$ cat config.mk
export PLATFORM = sky130hd
export DESIGN_NAME = rfts_classify
export DESIGN_NICKNAME = d
export VERILOG_FILES = /design/src/design/rain_flag_threshold_sweep_tally_core_assert.svh /design/src/design/rfts_pkg.sv /design/src/design/rfts_classify.sv
export SDC_FILE = /design/constraint.sdc
export NUM_CORES = 1
export LEC_CHECK = 0
export BUFFER_PORTS_ARGS = -buffer_cell sky130_fd_sc_hd__buf_2
export CORE_MARGIN = 5
export CORE_UTILIZATION = 40
export DETAILED_ROUTE_END_ITERATION = 8
export PLACE_DENSITY = 0.86
export SYNTH_ARGS = -nofsm -noshare
export SYNTH_HDL_FRONTEND = slang
export SYNTH_SLANG_ARGS = --single-unit
$ cat constraint.sdc
create_clock -name vclk -period 5.8
set_input_delay 0.87 -clock vclk [all_inputs]
set_output_delay 0.87 -clock vclk [all_outputs]
set_load 0.01 [all_outputs]
$ cat src/design/rain_flag_threshold_sweep_tally_core_assert.svh
// Assertion macros shared by the tally core.
`ifndef RAIN_FLAG_THRESHOLD_SWEEP_TALLY_CORE_ASSERT_SVH
`define RAIN_FLAG_THRESHOLD_SWEEP_TALLY_CORE_ASSERT_SVH

// Consequent must hold in the same cycle as the antecedent.
`define RFTS_ASSERT_SAME(label, ante, cons, msg) \
    label: assert property (@(posedge clk) disable iff (!rst_n) (ante) |-> (cons)) \
        else $error(msg);

// Consequent must hold in the cycle after the antecedent.
`define RFTS_ASSERT_NEXT(label, ante, cons, msg) \
    label: assert property (@(posedge clk) disable iff (!rst_n) (ante) |=> (cons)) \
        else $error(msg);

`endif

$ cat src/design/rfts_pkg.sv
// Shared constants, types and helper functions of the rain-flag tally core.
package rfts_pkg;

    localparam int NUM_THRESH   = 100;
    localparam int COUNT_WIDTH  = 32;
    localparam int HIST_SIZE    = 6 * NUM_THRESH;
    localparam int CLASS_SPAN   = 2 * NUM_THRESH;
    localparam int ADDR_W       = $clog2(HIST_SIZE);
    localparam int T_W          = $clog2(NUM_THRESH + 1);

    localparam int FLAG_FULL    = 1000000;
    localparam int FLAG_W       = $clog2(FLAG_FULL + 1);
    localparam int THRESH_STEP  = 1000;
    localparam int OFFSET_CENTER = 180;
    localparam int RAIN_LIMIT   = 1000;

    localparam int READ_IDX_W   = 10;
    localparam int IDX_TOTAL    = HIST_SIZE;
    localparam int IDX_CLASSIFIED = HIST_SIZE + 1;
    localparam int IDX_UNCLS0   = HIST_SIZE + 2;

    localparam int CFG_IDX_W    = 2;
    localparam int CFG_DATA_W   = 16;
    localparam logic [CFG_IDX_W-1:0] CFG_MAX_MINUTES   = 2'd0;
    localparam logic [CFG_IDX_W-1:0] CFG_RAIN_THRESH   = 2'd1;
    localparam logic [CFG_IDX_W-1:0] CFG_MISSING_SPEED = 2'd2;
    localparam logic [7:0]  MAX_MINUTES_RST   = 8'd30;
    localparam logic [15:0] RAIN_THRESH_RST   = 16'd20;
    localparam logic [15:0] MISSING_SPEED_RST = 16'd32767;

    localparam logic CMD_SAMPLE = 1'b0;
    localparam logic CMD_READ   = 1'b1;

    localparam logic [1:0] STAT_SKIP  = 2'd0;
    localparam logic [1:0] STAT_UNCLS = 2'd1;
    localparam logic [1:0] STAT_CLS   = 2'd2;

    localparam logic [1:0] CLS_FREE = 2'd0;
    localparam logic [1:0] CLS_RAIN = 2'd1;
    localparam logic [1:0] CLS_MID  = 2'd2;

    typedef enum logic [2:0] {
        ST_CLEAR,
        ST_IDLE,
        ST_SWEEP,
        ST_DRAIN,
        ST_READ
    } state_t;

    typedef struct packed {
        logic              keep;
        logic              classifiable;
        logic [1:0]        cls;
        logic [FLAG_W-1:0] flag_mag;
    } sample_info_t;

    // Saturating increment of one counter.
    function automatic logic [COUNT_WIDTH-1:0] sat_inc(input logic [COUNT_WIDTH-1:0] v);
        return (&v) ? v : v + COUNT_WIDTH'(1);
    endfunction

    // Counter value as seen on the 32-bit read port.
    function automatic logic [31:0] sat32(input logic [COUNT_WIDTH-1:0] v);
        logic [31:0] res;
        if ((COUNT_WIDTH > 32) && (64'(v) > 64'hFFFF_FFFF))
            res = '1;
        else
            res = 32'(v);
        return res;
    endfunction

endpackage

$ cat src/design/rfts_classify.sv
// Sample screening: window, missing wind and rain limit checks, rain class and flag range.
module rfts_classify (
    input  logic [7:0]                  time_difference,
    input  logic [15:0]                 rain_integrated,
    input  logic [15:0]                 wind_speed,
    input  logic signed [23:0]          flag_value_micro,
    input  logic [7:0]                  max_minutes,
    input  logic [15:0]                 rain_threshold_tenths,
    input  logic [15:0]                 missing_speed_marker,
    output rfts_pkg::sample_info_t      info
);

    localparam logic [7:0] CENTER_CODE = 8'(rfts_pkg::OFFSET_CENTER / 2);

    logic [8:0] twice_code;
    logic [8:0] offset_abs;

    assign twice_code = {time_difference, 1'b0};

    always_comb
    begin
        // Magnitude of the offset 2*code - 180, formed without a signed subtract.
        if (time_difference >= CENTER_CODE)
            offset_abs = twice_code - 9'(rfts_pkg::OFFSET_CENTER);
        else
            offset_abs = 9'(rfts_pkg::OFFSET_CENTER) - twice_code;

        info.keep = (offset_abs <= {1'b0, max_minutes})
                 && (wind_speed != missing_speed_marker)
                 && (rain_integrated < 16'(rfts_pkg::RAIN_LIMIT));

        if (rain_integrated == 16'd0)
            info.cls = rfts_pkg::CLS_FREE;
        else if (rain_integrated > rain_threshold_tenths)
            info.cls = rfts_pkg::CLS_RAIN;
        else
            info.cls = rfts_pkg::CLS_MID;

        info.classifiable = !flag_value_micro[23]
                         && (flag_value_micro[22:0] <= 23'(rfts_pkg::FLAG_FULL));
        info.flag_mag = rfts_pkg::FLAG_W'(flag_value_micro[22:0]);
    end

endmodule

Yosys cells after proc, flatten, opt, wreduce, memory -nomap -nowiden
Index checks and enable logic that the tools add are counted.
W data, S select, Z words.
- bits of input ports: 104
- word-level logic and storage cells: 16
- register bits: 0
- add/sub/neg operators: 2
- equality and inequality tests: 1
- reduce and logical (&&, ||, !) cells: 5
- $lt $le $gt $ge: 5
- muxes and demuxes: 3
- operators with widths (kind ; count):
    $le A23 B20 Y1 const B ; 1
    $gt A16 B16 Y1 ; 1
    $logic_not A16 Y1 ; 1
    $lt A16 B10 Y1 const B ; 1
    $ne A16 B16 Y1 ; 1
    $le A9 B8 Y1 ; 1
    $mux W9 ; 1
    $sub A8 B9 Y9 const A ; 1
    $sub A9 B8 Y9 const B ; 1
    $ge A8 B7 Y1 const B ; 1
    $mux W2 ; 2
    $logic_and A1 B1 Y1 ; 3
    $logic_not A1 Y1 ; 1

Logic depth before layout (Yosys ltp)
- depth in word-level cells: 5
- gate-level depth with buffers: 14

Least setup slack after synthesis
No wires, ideal clock.
- kind: input to output
- start: input port time_difference[0]
- end: output port info[23] (netlist name)
- data required time: 4930 ps
- stages: 14
- slack: 1393 ps
- data arrival time: 3537 ps
- buffers on the path: 1
- cell sequence: inv_1 > ha_1 > or3_4 > and3_4 > a211o_1 > buf_6 > o21ai_1 > xor2_1 > ha_1 > a21oi_1 > nand2_1 > a2111oi_0 > nor2_1 > a211oi_1
- RTL lines (what ; line ; RTL):
    from (decl) ; rfts_classify.sv:3 ; input logic [7:0] time_difference,
    to (decl) ; rfts_classify.sv:10 ; output rfts_pkg::sample_info_t info

==> impl_metrics.py <==
metrics = {
    "finish": {
        "syn_to_final_growth_pct": 39.26,
        "multi_input_area_mm2": 0.001095,
        "drive_gt1_share_pct": 43.77,
        "flops_and_latches": 0,
        "nClkBuffers": 0,
        "diodes": 0,
        "fill_cells": 332,
        "fin_nets": 431,
        "register_area_um2": 0,
    },
    "worst_setup_path": {
        "cp-end-kind": "output port",
        "arrival_ns": 3.89,
        "critPathMaxStageDelay_ns": 0.45,
        "crit_chain": "buf_2 > inv_1 > ha_1 > or3_4 > and3_4 > a211o_1 > o21ai_1 > xor2_1 > ha_1 > a21oi_1 > nand2_1 > a2111oi_0 > nor2_1 > a211oi_1 > buf_2",
        "critPathKind": "in2out",
        "crit_required_ns": 4.93,
        "cp-start-kind": "primary input",
        "critPathLaunch": "time_difference[0]",
        "critical_path.slowest_cell": "a2111oi_0",
        "cp_max_fo": 7,
    },
    "route": {
        "ant_nets": 0,
        "dr_total_vias": 1726,
        "wl_um": 4071,
        "drt-vias-per-instance": 5.032,
        "wl_per_cell_um": 11.87,
        "drc_errors": 0,
        "drtPass1Iterations": 4,
        "drtIter0Drc": 38,
    },
    "sta": {
        "relSlewSlack_pct": 70.98,
        "hold_violations": 0,
        "final.period_utilization_pct": 82.01,
        "layout_min_cycle_time_ns": 4.757,
        "setup_tns_ns": 0,
        "slew_viol_final": 0,
        "fmaxAchievable_ghz": 0.2102,
        "tightest_slew_ns": 0.4244,
        "finalSetupViolations": 0,
        "rsz0062_at_grt": "false",
    },
    "power_and_ir_drop": {
        "power.density_mw_per_mm2": 68.19,
        "pwr-share-seq_pct": 0,
        "switching_power_uw": 63.54,
        "comb_power_share_pct": 100.0,
        "vdd_drop_max_mv": 0.03624,
        "p_sw_share_pct": 49.29,
        "p_int_uw": 65.36,
        "power_uw": 128.9,
        "pwr-share-clk_pct": 0,
        "p_leak_nw": 1.119,
    },
    "synthesis": {
        "synth_area_mm2": 0.001358,
        "yosysUniqueCellTypes": 35,
        "synth_cells": 191,
        "ys_seq_area_share_pct": 0,
        "synth_nets": 323,
        "syn_area_per_cell_um2": 7.108,
        "ys_warn_count": 0,
    },
    "grt": {
        "grt_pass1_vias": 1470,
        "grt.total_usage_pct": 14.92,
        "grt_overflow_total": 0,
        "antenna_found_initial": 0,
        "grt_max_degree": 9,
        "grt_pass1_wl_um": 5595,
    },
    "floorplanning": {
        "start_util_pct": 41.01,
        "dieArea_mm2": 0.004659,
        "pin_count": 128,
        "die_w_um": 68.26,
        "rows": 21,
        "die_y_um": 68.26,
        "core_area_mm2": 0.003311,
    },
    "cts": {
        "post-cts-setup-buffers": 0,
        "postCtsResizedCells": 0,
        "cts-hold-fix-buffers": 0,
    },
    "place": {
        "io_buffers": 128,
        "dpl.hpwl_um": 3858,
        "place_congestion": 0.8731,
    },
    "min_path": {
        "min_path_type": "in2out",
        "worstHoldStart": "flag_value_micro[3]",
    },
    "job": {
        "drv_cap": 0,
    },
    "status": {
        "status": "complete, no violations",
    },
}
## cell type report
cell class                 count  area share [%]
inverter                      26           5.162
tap                           46           3.044
timing repair buffer         128           33.88
multi-input combinational    143           57.91
## kinds of logic after synthesis
group / count (synthesis) / synth area share, %
multiplexers: 3 / 2.212
AO/OA/AOI/OAI: 32 / 15.02
XOR/XNOR: 20 / 12.90
adder cells (fa/ha/maj): 28 / 25.81
buffers and inverters: 48 / 19.35
AND/OR/NAND/NOR: 60 / 24.70
## Yosys cell counts
master,count,share of area [%]
a2111oi_0,1,0.65
o22ai_1,2,0.92
nand3_1,3,1.1
or3_4,1,0.83
and3_4,1,0.83
buf_4,20,11
a211oi_1,1,0.55
and3_1,2,0.92
nor3_1,4,1.5
ha_1,28,26
nand2_1,8,2.2
o21ai_1,1,0.37
xor2_1,20,13
a21boi_1,1,0.55
a211o_1,1,0.65
a21oi_1,13,4.8
and2_1,1,0.46
clkbuf_1,1,0.28
o31ai_1,2,1.1
buf_6,1,0.83
or4_1,3,1.7
o21a_1,2,1.1
o21ai_0,3,1.1
nand4_1,10,4.6
nand4b_1,1,0.65
inv_1,26,7.2
nor4b_1,1,0.65
o211ai_1,1,0.55
o41ai_1,2,1.3
nor2b_1,6,2.8
o311a_1,1,0.74
nor2_1,12,3.3
nor4_1,7,3.2
a221oi_1,1,0.65
mux2i_1,3,2.2
## worst paths after layout
check	endpoint	depth (start not counted)
max	info[23]	15
min	info[3]	2
## power groups by stage
stage          combinational [mW]  sequential (mW)  clock, mW
5_1_grt                     0.146                0          0
3_3_place_gp                0.126                0          0
2_1_floorplan              0.0767                0          0
3_5_place_dp                0.130                0          0
4_1_cts                     0.130                0          0
6_report                    0.129                0          0
## metal layers
layer	vias up	share of wire (%)	global-route usage, %
li1	876	-	-
met4	0	0.34	1.241
met3	2	12	1.314
met2	90	54	32.73
met5	-	0	0
met1	758	34	15.12
## cell usage in the layout, fill, tap and decap left out, drive strengths merged, types with 2 or more instances in the layout
master and count:
nor3 4, and3 3, ha 28, xor2 20, nand4 10, o21ai 4
nand3 3, a21oi 13, or4 3, nor4 7, o41ai 2, o31ai 2
o22ai 2, nor2b 6, inv 26, o21a 2, buf 128, nand2 8
mux2i 3, nor2 12
## through the flow
step | instance area, um2 | cells | util (%) | setup WS [ns] | hold WS, ns
4_1_cts | 1891 | 343 | 57.11 | 1.061 | 1.939
6_report | 1891 | 343 | 57.11 | 1.043 | 1.938
3_3_place_gp | 1891 | 343 | 57.11 | 1.126 | 1.936
5_1_grt | 1891 | 343 | 57.11 | 0.8728 | 1.944
3_5_place_dp | 1891 | 343 | 57.11 | 1.074 | 1.939
2_1_floorplan | 1358 | 191 | - | 1.393 | 1.823
## critical path: cells and delay by family
family	cells	cell delay, ns
adders and majority gates	2	0.45
buffers and inverters	3	0.32
and+or+nand+nor	4	0.70
AOI/OAI and AO/OA	5	1.38
xor gates and xnor gates	1	0.16
Power figures use the tool's default switching activity.
